`config.mk`:
```
export PLATFORM = sky130hd
export DESIGN_NAME = round_robin_ready_queue_unit
export DESIGN_NICKNAME = d
export VERILOG_FILES = /design/src/rrq_pkg.sv /design/src/round_robin_ready_queue_unit.sv /design/src/rrq_cell.sv
export SDC_FILE = /design/constraint.sdc
export NUM_CORES = 1
export LEC_CHECK = 0
export BUFFER_PORTS_ARGS = -buffer_cell sky130_fd_sc_hd__buf_2
export CORE_ASPECT_RATIO = 0.5
export CORE_MARGIN = 3
export CORE_UTILIZATION = 45
export CTS_CLUSTER_SIZE = 20
export DETAILED_ROUTE_END_ITERATION = 7
export HOLD_SLACK_MARGIN = 0.03
export PLACE_DENSITY = 0.73
export SLEW_MARGIN = 20
export SYNTH_ARGS = -nofsm -noshare
export SYNTH_HDL_FRONTEND = slang
export SYNTH_SLANG_ARGS = --single-unit
```
`constraint.sdc`:
```
create_clock -name clock -period 3.6 [get_ports clock]
set_input_delay 0.36 -clock clock [delete_from_list [all_inputs] [get_ports clock]]
set_output_delay 0.36 -clock clock [all_outputs]
set_load 0.01 [all_outputs]
```
`src/rrq_pkg.sv`:
```
// Shared types and defaults for the round-robin ready queue.
// No dependencies; used by rrq_cell and round_robin_ready_queue_unit.
package rrq_pkg;

   localparam int QUEUE_DEPTH_DEFAULT  = 16;
   localparam int TASK_ID_BITS_DEFAULT = 8;

   typedef enum logic [1:0] {
      ACT_ADD   = 2'd0,
      ACT_YIELD = 2'd1,
      ACT_TAKE  = 2'd2,
      ACT_READ  = 2'd3
   } rrq_action_type;

   // per-cycle command broadcast to every cell of the queue
   typedef struct packed {
      logic shift;   // every cell takes its back neighbor's entry
      logic write;   // the cell at the write position loads the write data
   } rrq_cell_ctrl_type;

endpackage

```
`src/round_robin_ready_queue_unit.sv`:
```
// Top level of the round-robin ready queue (task scheduler deque).
// Depends on rrq_pkg and a chain of rrq_cell slots.
//
//   channel   ports                 handshake
//   request   start, busy, req_*    taken when start && !busy
//   response  rsp_valid, rsp_*      one-cycle strobe, no back-pressure
//
// State updates at the accepting edge and the response strobes in the following
// cycle. busy stays low, so a new transaction may be issued every cycle. The
// queue is a row of cells with the front in cell 0; a pop from the front shifts
// the whole row one place. Reset (synchronous) clears count, current task,
// postponed and valid flags; cell contents and the other response bits are
// don't-care until written. The receiver cannot stall the response.
module round_robin_ready_queue_unit #(
   parameter int QUEUE_DEPTH  = rrq_pkg::QUEUE_DEPTH_DEFAULT,
   parameter int TASK_ID_BITS = rrq_pkg::TASK_ID_BITS_DEFAULT,
   parameter int CNT_BITS     = $clog2(QUEUE_DEPTH + 1)
) (
   input  logic                     clock,
   input  logic                     reset,
   input  logic                     start,
   output logic                     busy,
   input  logic [1:0]               req_action,
   input  logic [TASK_ID_BITS-1:0]  req_task_id,
   input  logic                     req_current_running,
   input  logic                     req_switch_locked,
   output logic                     rsp_valid,
   output logic [TASK_ID_BITS-1:0]  rsp_current_task,
   output logic                     rsp_current_valid,
   output logic [TASK_ID_BITS-1:0]  rsp_taken_task,
   output logic                     rsp_taken_valid,
   output logic                     rsp_switched,
   output logic                     rsp_postponed,
   output logic                     rsp_dropped,
   output logic [CNT_BITS-1:0]      rsp_ready_count
);
   import rrq_pkg::*;

   localparam int POS_BITS = $clog2(QUEUE_DEPTH);
   localparam logic [CNT_BITS-1:0] FULL_COUNT = CNT_BITS'(QUEUE_DEPTH);

   // architectural state
   logic [CNT_BITS-1:0]      count_ff, count_in;
   logic [TASK_ID_BITS-1:0]  running_task_ff, running_task_in;
   logic                     running_valid_ff, running_valid_in;
   logic                     postponed_ff, postponed_in;

   // per-transaction response bits
   logic                     rsp_valid_ff;
   logic [TASK_ID_BITS-1:0]  taken_task_ff, taken_task_in;
   logic                     taken_valid_ff, taken_valid_in;
   logic                     switched_ff, switched_in;
   logic                     dropped_ff, dropped_in;

   // cell chain
   rrq_cell_ctrl_type        cell_ctrl;
   logic [POS_BITS-1:0]      wr_pos;
   logic [TASK_ID_BITS-1:0]  wr_data;
   logic [TASK_ID_BITS-1:0]  entries [QUEUE_DEPTH];

   logic                     accept;
   logic                     queue_empty;
   logic                     queue_full;
   logic                     requeue;
   logic [POS_BITS-1:0]      back_pos;
   rrq_action_type           action;

   assign busy        = 1'b0;
   assign accept      = start && !busy;
   assign action      = rrq_action_type'(req_action);
   assign queue_empty = (count_ff == '0);
   assign queue_full  = (count_ff == FULL_COUNT);
   // an absent current task counts as not running
   assign requeue     = running_valid_ff && req_current_running;
   assign back_pos    = POS_BITS'(count_ff - 1'b1);

   genvar gi;
   generate
      for (gi = 0; gi < QUEUE_DEPTH; gi++) begin : g_cell
         logic [TASK_ID_BITS-1:0] neighbor;
         if (gi == QUEUE_DEPTH - 1) begin : g_last
            assign neighbor = '0;
         end else begin : g_mid
            assign neighbor = entries[gi+1];
         end
         rrq_cell #(
            .ID_BITS  (TASK_ID_BITS),
            .POS_BITS (POS_BITS),
            .POSITION (gi)
         ) u_cell (
            .clock          (clock),
            .ctrl           (cell_ctrl),
            .wr_pos         (wr_pos),
            .wr_data        (wr_data),
            .neighbor_entry (neighbor),
            .entry          (entries[gi])
         );
      end
   endgenerate

   always_comb begin
      count_in         = count_ff;
      running_task_in  = running_task_ff;
      running_valid_in = running_valid_ff;
      postponed_in     = postponed_ff;
      taken_task_in    = '0;
      taken_valid_in   = 1'b0;
      switched_in      = 1'b0;
      dropped_in       = 1'b0;
      cell_ctrl.shift  = 1'b0;
      cell_ctrl.write  = 1'b0;
      wr_pos           = POS_BITS'(count_ff);
      wr_data          = req_task_id;
      if (accept) begin
         case (action)
            ACT_ADD: begin
               if (queue_full) begin
                  dropped_in = 1'b1;
               end else if (queue_empty && !req_switch_locked) begin
                  // new task goes straight to current; old one re-queued at slot 0
                  running_task_in  = req_task_id;
                  running_valid_in = 1'b1;
                  postponed_in     = 1'b0;
                  switched_in      = 1'b1;
                  if (requeue) begin
                     cell_ctrl.write = 1'b1;
                     wr_data         = running_task_ff;
                     count_in        = CNT_BITS'(1);
                  end
               end else begin
                  cell_ctrl.write = 1'b1;
                  count_in        = count_ff + 1'b1;
                  if (queue_empty) begin
                     postponed_in = 1'b1;   // locked yield after first add
                  end
               end
            end
            ACT_YIELD: begin
               if (req_switch_locked) begin
                  postponed_in = 1'b1;
               end else if (!queue_empty) begin
                  running_task_in  = entries[0];
                  running_valid_in = 1'b1;
                  postponed_in     = 1'b0;
                  switched_in      = 1'b1;
                  cell_ctrl.shift  = 1'b1;
                  if (requeue) begin
                     // shift and append together: count is unchanged
                     cell_ctrl.write = 1'b1;
                     wr_pos          = back_pos;
                     wr_data         = running_task_ff;
                  end else begin
                     count_in = count_ff - 1'b1;
                  end
               end
            end
            ACT_TAKE: begin
               if (!queue_empty) begin
                  taken_task_in  = entries[back_pos];
                  taken_valid_in = 1'b1;
                  count_in       = count_ff - 1'b1;
               end
            end
            ACT_READ: begin
            end
            default: begin
            end
         endcase
      end
   end

   always_ff @(posedge clock) begin
      if (reset) begin
         count_ff         <= '0;
         running_task_ff  <= '0;
         running_valid_ff <= 1'b0;
         postponed_ff     <= 1'b0;
         rsp_valid_ff     <= 1'b0;
      end else begin
         count_ff         <= count_in;
         running_task_ff  <= running_task_in;
         running_valid_ff <= running_valid_in;
         postponed_ff     <= postponed_in;
         rsp_valid_ff     <= accept;
      end
   end

   always_ff @(posedge clock) begin
      taken_task_ff  <= taken_task_in;
      taken_valid_ff <= taken_valid_in;
      switched_ff    <= switched_in;
      dropped_ff     <= dropped_in;
   end

   // state registers already hold the post-transaction values
   assign rsp_valid         = rsp_valid_ff;
   assign rsp_current_task  = running_task_ff;
   assign rsp_current_valid = running_valid_ff;
   assign rsp_taken_task    = taken_task_ff;
   assign rsp_taken_valid   = taken_valid_ff;
   assign rsp_switched      = switched_ff;
   assign rsp_postponed     = postponed_ff;
   assign rsp_dropped       = dropped_ff;
   assign rsp_ready_count   = count_ff;

   a_count_bound: assert property (@(posedge clock) disable iff (reset)
      count_ff <= FULL_COUNT)
      else $error("ready count beyond queue depth");

   a_switch_has_current: assert property (@(posedge clock) disable iff (reset)
      rsp_valid && rsp_switched |-> rsp_current_valid && !rsp_postponed)
      else $error("switch without current task or with postponed set");

   a_drop_when_full: assert property (@(posedge clock) disable iff (reset)
      rsp_valid && rsp_dropped |-> rsp_ready_count == FULL_COUNT)
      else $error("drop reported with room in the queue");

   a_take_pops: assert property (@(posedge clock) disable iff (reset)
      accept && action == ACT_TAKE && !queue_empty
      |=> rsp_taken_valid && count_ff == $past(count_ff) - 1'b1)
      else $error("take did not pop the back entry");

endmodule

```
`src/rrq_cell.sv`:
```
// One slot of the ready queue: holds a task number, shifts toward the front.
// Depends on rrq_pkg for the cell command struct.
module rrq_cell #(
   parameter int ID_BITS  = rrq_pkg::TASK_ID_BITS_DEFAULT,
   parameter int POS_BITS = 4,
   parameter int POSITION = 0
) (
   input  logic                          clock,
   input  rrq_pkg::rrq_cell_ctrl_type    ctrl,
   input  logic [POS_BITS-1:0]           wr_pos,
   input  logic [ID_BITS-1:0]            wr_data,
   input  logic [ID_BITS-1:0]            neighbor_entry,
   output logic [ID_BITS-1:0]            entry
);
   import rrq_pkg::*;

   localparam logic [POS_BITS-1:0] MY_POS = POS_BITS'(POSITION);

   logic [ID_BITS-1:0] entry_ff;
   logic [ID_BITS-1:0] entry_in;

   // write lands at the post-shift position, so it wins over the shift
   always_comb begin
      entry_in = entry_ff;
      if (ctrl.write && (wr_pos == MY_POS)) begin
         entry_in = wr_data;
      end else if (ctrl.shift) begin
         entry_in = neighbor_entry;
      end
   end

   always_ff @(posedge clock) begin
      entry_ff <= entry_in;
   end

   assign entry = entry_ff;

endmodule

```
==> results of run 1 <==
==> registers in the layout (all words and copies together), names as in the netlist <==
| register | cells |
|---|---|
| g_cell.u_cell.entry | 128 |
| rsp_switched | 1 |
| rsp_dropped | 1 |
| rsp_taken_valid | 1 |
| rsp_ready_count | 5 |
| rsp_current_valid | 1 |
| rsp_current_task | 8 |
| rsp_valid | 1 |
| rsp_taken_task | 8 |
| rsp_postponed | 1 |
==> cell families after synthesis <==
logic type | share of synthesized area, %
muxes | 26.30
AOI/OAI and AO/OA | 10.53
other | 0.04419
DFF | 51.67
buffers and inverters | 3.185
adders and majority gates | 0.8847
and+or+nand+nor | 6.871
xor gates and xnor gates | 0.5162
==> layer usage <==
layer,share of wire [%],wire length [um],vias to the layer above
met4,1.1,228,0
met5,0,0,-
met1,45,9423,2762
met3,8.2,1708,11
li1,-,-,2422
met2,46,9530,263
==> how the worst max path moves through the flow <==
stage,from,end,slack [ns],depth (start not counted)
after detailed placement,rsp_ready_count[1],g_cell[14].u_cell.entry[1],0.31,8
after CTS,rsp_ready_count[1],g_cell[14].u_cell.entry[3],0.27,8
after global placement,rsp_ready_count[1],g_cell[13].u_cell.entry[2],0.46,7
final,rsp_ready_count[1],g_cell[14].u_cell.entry[3],0.22,8
after floorplan,rsp_ready_count[0],g_cell[12].u_cell.entry[0],0.58,9
after global routing,rsp_ready_count[1],g_cell[14].u_cell.entry[3],0.02,8
==> power by group through the flow <==
stage	Clock, W	Sequential [W]	Combinational (W)
2_1_floorplan	0	0.00205	0.000541
3_3_place_gp	0	0.00205	0.000728
3_5_place_dp	0	0.00205	0.000739
4_1_cts	0.00180	0.00202	0.000745
5_1_grt	0.00188	0.00202	0.000806
6_report	0.00179	0.00202	0.000750
==> layout make-up <==
class                           instances  area, um2  area share (%)
Inverter                                9      33.78          0.3550
Sequential cell                       155       4385           46.08
Multi-Input combinational cell        379       3839           40.34
Tap cell                              252      315.3           3.313
Clock buffer                           22      454.2           4.773
Clock inverter                         10      118.9           1.249
Timing Repair Buffer                   63      370.4           3.892
==> through the flow <==
stage / instance area [um2] / instances / hold slack, ns
5_1_grt: 9517 / 890 / 0.2520
6_report: 9517 / 890 / 0.2544
2_1_floorplan: 8486 / 588 / 0.4316
3_3_place_gp: 8944 / 858 / 0.4789
3_5_place_dp: 8944 / 858 / 0.4972
4_1_cts: 9517 / 890 / 0.2402
==> cell usage in the layout (no fill, tap or decap), types with 3 or more instances in the layout <==
| cell | netlist | layout |
|---|---|---|
| o2bb2ai_2 | 4 | 4 |
| o211ai_4 | 5 | 5 |
| edfxtp_1 | 128 | 128 |
| a21oi_1 | 16 | 16 |
| buf_2 | 24 | 41 |
| o22ai_1 | 8 | 8 |
| ha_1 | 6 | 6 |
| and4_1 | 7 | 7 |
| inv_1 | 8 | 8 |
| dfxtp_1 | 27 | 26 |
| xor2_1 | 3 | 3 |
| o31ai_1 | 3 | 3 |
| o211ai_2 | 4 | 4 |
| mux4_2 | 32 | 32 |
| mux2i_1 | 16 | 16 |
| nor2b_1 | 12 | 12 |
| clkbuf_1 | 11 | 4 |
| clkinvlp_4 | 0 | 3 |
| a211oi_2 | 8 | 8 |
| mux2_2 | 112 | 112 |
| o21a_1 | 4 | 4 |
| a211oi_1 | 27 | 27 |
| nor2_1 | 27 | 27 |
| nand2_1 | 17 | 17 |
| nand3_2 | 4 | 4 |
| buf_4 | 6 | 22 |
| mux2_1 | 8 | 8 |
| and3_1 | 4 | 4 |
| o21ai_0 | 3 | 3 |
| nand2b_1 | 6 | 6 |
| clkbuf_16 | 0 | 17 |
| nor3_1 | 6 | 6 |
| nand3_1 | 6 | 6 |
==> critical path: stages (launching register included) <==
cell and delay (ns):
dfxtp_1 0.51, inv_1 0.17, ha_1 0.24, or4b_4 0.38, nand3_2 0.24, o211ai_2 0.42, buf_4 0.24, and3_1 0.41
nand2b_1 0.41
==> metrics, run 1 <==
run status=complete, no violations; number of diodes=0; post-synthesis sequential area ratio=51.67%; synth warn=0; Clock Power Share=between 30% and 40%; nets@finish=646; chip height=103.1 um; Post-synth EDFFs=128; Critical Path Fanout Max=20; Iter 0 DRT Violations=roughly 630; Reg-to-Reg End=g_cell[14].u_cell.entry[3]; Tcrit/Tclk final=about 94%; count of final max-slew check failures=0; top_reg_cell synth=edfxtp_1; area leader, netlist=edfxtp_1; Hold-fix buffers, CTS=0; Die X=200.2 um; combinational power share=16.5%; Area Overhead vs Synth=12.15%; Antenna Nets Post-Route=0; Register-to-Register Setup Slack=roughly 0.22 ns; final setup vio count=0; die area=20,640 um2; Worst EP arrival=3.45 ns; Cells after Synth=588; Sink Count=155; setup_tns=0 ns; H-tree depth=4; dpl ws=between 0.3 and 0.4 ns; count leader, synth=edfxtp_1; layout cells sized above 1=42.48%; fin crit period=3.377 ns; Starting Density=47.38%; Power Total=0.004553 W; first-pass GRT wire length=32.64 mm; CTS tree=built; Max Fclk=296.1 MHz; power per cell area=478.4 nW/um2; CP required=3.67 ns; switching power total=0.001230 W; vias in the first global route=5,374; Cell Rows=34; Fillers=between 1,000 and 1,500; Sw Share=a little over a quarter; buffer depth of the longest clock path=2; Sequential Power Share=44.3%; Synth Register Bits=155; Core ar.=17,910 um2; post-DP HPWL=14.40 mm; max_slew headroom=approximately 47%; Leak=3.339 nW; maxcap violations=0; R2R cell count=8; clock slew at reported path FFs=0.07 ns; vias=5,458; VDD IR-drop max=354.9 uV; hold path cells=3; CTS Buf Count=17; setup bufs post-CTS=0; 1st-pass router iterations=5; Yosys top cell area share=a little under half; hold_sp=start; met3 Use GR=5.708%; Setup CP Type=reg2reg; top post-synthesis cells by count=edfxtp_1 (128), mux2_2 (112), mux4_2 (32); Syn Std Cell Area=8486 um2; final WL=20.89 mm; layer with the highest usage=met2; Worst-Skew Late Latency=approximately 0.42 ns; GRT Overall Usage=20.89%; final core utilization=53.14%; top cells by area, synth=edfxtp_1 (45%), mux2_2 (15%), mux4_2 (8.5%); fraction of registers with async set or reset after synthesis=0%; unrepaired setup endpoints after global routing=no; Top Ports=43; Critical Path End Type=register; vias per cell=between 6 and 7; post-cts sizing count=0; final hold violation count=0; clock root buffer=clkbuf_16; Netlist cell types=59; Overflow after GRT=0; setup ws final=approximately 0.22 ns; type of element launching the critical path=register; clk_skew=0.01208 ns; cell-internal power=~0.0033 W; WL/cell=23.47 um; Hold Crit Endpoint=rsp_dropped; initial antenna violation count=0; met2 Use GR=33.12%; Worst Hold Class=in2reg; Port-buffer cells=41; GPL Wtd Cong=roughly 0.84; r2r startpoint=rsp_ready_count[1]; met1 usage in global routing=roughly 29%; largest net degree at the start of global routing=43; Synth Area per Inst=about 14 um2; net count of the mapped netlist=609; Worst Max-Slew Pin Slew=0.7898 ns; DRC=0
No activity file was read; power rests on OpenSTA's default activity.
==> run 2: changes to the inputs <==
--- a/config.mk
+++ b/config.mk
@@ -7,7 +7,6 @@
 export LEC_CHECK = 0
 export BUFFER_PORTS_ARGS = -buffer_cell sky130_fd_sc_hd__buf_2
 export CORE_ASPECT_RATIO = 0.5
-export CORE_MARGIN = 3
 export CORE_UTILIZATION = 45
 export CTS_CLUSTER_SIZE = 20
 export DETAILED_ROUTE_END_ITERATION = 7
==> constraint.sdc (replaced) <==
create_clock -name clock -period 3.8 [get_ports clock]
set_input_delay 0.38 -clock clock [delete_from_list [all_inputs] [get_ports clock]]
set_output_delay 0.38 -clock clock [all_outputs]
set_load 0.05 [all_outputs]
==> run 2 against run 1 <==
Net effect:
- register-to-register slack improved by 0.19 ns
- die area fell by 5.8%
- combinational power rose by 3.2%
- critical endpoint is now g_cell[12].u_cell.entry[0]
- hold slack improved by 0.0065 ns
- setup slack improved by 0.19 ns
- highest routed layer is now met5
- critical path depth fell by 1
==> metrics, run 2 (synthesis results as in run 1) <==
first-pass GRT wire length=32.13 mm (-1.6%); die area=19,440 um2 (-5.8%); dpl ws=0.4756 ns (+0.1616 ns); Cell Rows=35 (+2.9%); vias per cell=6.069 (-1.0%); commonest cells after routing, fill and taps aside=edfxtp_1 (128), mux2_2 (112), buf_2 (41), mux4_2 (32); layout cells sized above 1=42.86% (+0.38 points); GRT Overall Usage=22.32% (+1.4 points); vias in the first global route=5,231 (-2.7%); setup_tns=0 ns (unchanged); final WL=20.92 mm (+0.15%); clk_skew=0.01099 ns (-0.001094 ns); max_slew headroom=43.38% (-4.0 points); buffer depth of the longest clock path=2 (unchanged); chip height=99.10 um (-3.9%); unrepaired setup endpoints after global routing=no; Crit-path slowest cell=o211ai_2; run status=complete, no violations; CTS Buf Count=17 (unchanged); fin crit period=3.391 ns (+0.01406 ns); Sink Count=155 (unchanged); GPL Wtd Cong=0.8410 (+0.18%); nets@finish=646 (unchanged); Hold-fix buffers, CTS=0 (unchanged); WL/cell=23.35 um (-0.52%); Max Fclk=294.9 MHz (-0.41%); Port-buffer cells=41 (unchanged); hold path cells=3 (unchanged); Worst Hold Class=in2reg; initial antenna violation count=1 (+1); CP required=3.88 ns (+0.21 ns); number of diodes=0 (unchanged); clock slew at reported path FFs=0.07 ns (about the same); largest net degree at the start of global routing=44 (+2.3%); CTS tree=built; final hold violation count=0 (unchanged); Critical Path Fanout Max=20 (unchanged); Register-to-Register Setup Slack=0.41 ns (+0.19 ns); Power Total=0.004451 W (-2.2%); H-tree depth=4 (unchanged); Iter 0 DRT Violations=652 (+4.2%); final setup vio count=0 (unchanged); Die X=196.2 um (-2.0%); post-cts sizing count=0 (unchanged); clock root buffer=clkbuf_16; setup bufs post-CTS=0 (unchanged); max FFs per register=128 (unchanged); Reg-to-Reg End=g_cell[12].u_cell.entry[0]; post-DP HPWL=14.30 mm (-0.69%); DRC=0 (unchanged); R2R cell count=7 (-1); Fillers=1,504 (+1.5%); vias=5,438 (-0.37%); Core ar.=18,440 um2 (+2.9%); count of final max-slew check failures=0 (unchanged); Crit path max-delay family=simple AND/OR/NAND/NOR gates; Critical Path End Type=register; 1st-pass router iterations=5 (unchanged); maxcap violations=0 (unchanged); Area Overhead vs Synth=12.55%; Worst Max-Slew Pin Slew=0.8451 ns (+0.05525 ns); Worst-Skew Late Latency=0.43 ns (about the same); Stages on worst setup path=7 (-1); Setup crit end=g_cell[12].u_cell.entry[0]; Worst EP arrival=3.47 ns (+0.02 ns); VDD IR-drop max=326.2 uV (-8.1%); Leak=3.359 nW (+0.59%); r2r startpoint=rsp_ready_count[1]; Top Ports=43 (unchanged); setup ws final=0.4088 ns (+0.1859 ns); Overflow after GRT=0 (unchanged); type of element launching the critical path=register; worst hold slack=0.2609 ns (+0.006538 ns); Starting Density=46.03% (-1.4 points); commonest non-fill, non-tap cell in the layout=edfxtp_1; Critical Path Max Stage Delay=0.53 ns (+0.02 ns); Tcrit/Tclk final=89.24% (-4.6 points); power per cell area=466.1 nW/um2 (-2.6%); Antenna Nets Post-Route=0 (unchanged); Setup CP Type=reg2reg; crit-path cells=inv_1 > ha_1 > or4b_4 > nand3_2 > o211ai_2 > and3_1 > nand2b_1; Crit. Startpoint=rsp_ready_count[1]; Buf+Inv Stages, Crit Path=1 (-1)
run 2: changes by cell type in the layout (fill, tap and decap cells not counted), sizes merged:
cell and change:
clkinv +4, clkinvlp -2, bufinv +1, clkbuf -4
run 2: worst reg2reg max path: stages (launching register included):
cell,delay (ns)
dfxtp_1,0.49
inv_1,0.17
ha_1,0.25
or4b_4,0.37
nand3_2,0.33
o211ai_2,0.53
and3_1,0.51
nand2b_1,0.41
run 2: metal layers:
layer / global-route usage, % / vias to the layer above / wire length [um] / share of wire [%]
met5: 0 / - / 8 / 0.038
met4: 7.151 / 2 / 325 / 1.6
met3: 5.663 / 25 / 1595 / 7.6
met2: 32.90 / 256 / 9424 / 45
met1: 32.31 / 2737 / 9567 / 46
li1: - / 2418 / - / -
run 2: worst min path at each step:
stage,from,end,slack [ns]
after detailed placement,rsp_postponed,rsp_postponed,0.53
after floorplan,reset,rsp_valid,0.45
after global routing,start,rsp_valid,0.27
after CTS,start,rsp_dropped,0.24
after global placement,rsp_postponed,rsp_postponed,0.48
final,start,rsp_dropped,0.26
run 2: area by class of cell:
type	count	area, um2	share of cell area [%]
Timing Repair Buffer	63	370.4	3.878
Multi-Input combinational cell	379	3839	40.19
Sequential cell	155	4385	45.92
Tap cell	259	324.1	3.393
Clock inverter	13	168.9	1.769
Inverter	9	33.78	0.3537
Clock buffer	18	429.2	4.494
run 2: power breakdown:
part	internal [W]	total (W)	switching [W]	leakage, nW
Combinational	0.000284	0.000774	0.000490	1.68
Sequential	0.00188	0.00191	0.0000339	1.39
Clock	0.00104	0.00177	0.000731	0.291
Total	0.00320	0.00445	0.00125	3.36
run 2: metrics by stage:
step | area (um2) | utilization [%] | std cells
3_5_place_dp | 8952 | 48.56 | 865
6_report | 9550 | 51.80 | 896
5_1_grt | 9550 | 51.80 | 896
3_3_place_gp | 8952 | 48.56 | 865
2_1_floorplan | 8486 | - | 588
4_1_cts | 9550 | 51.80 | 896
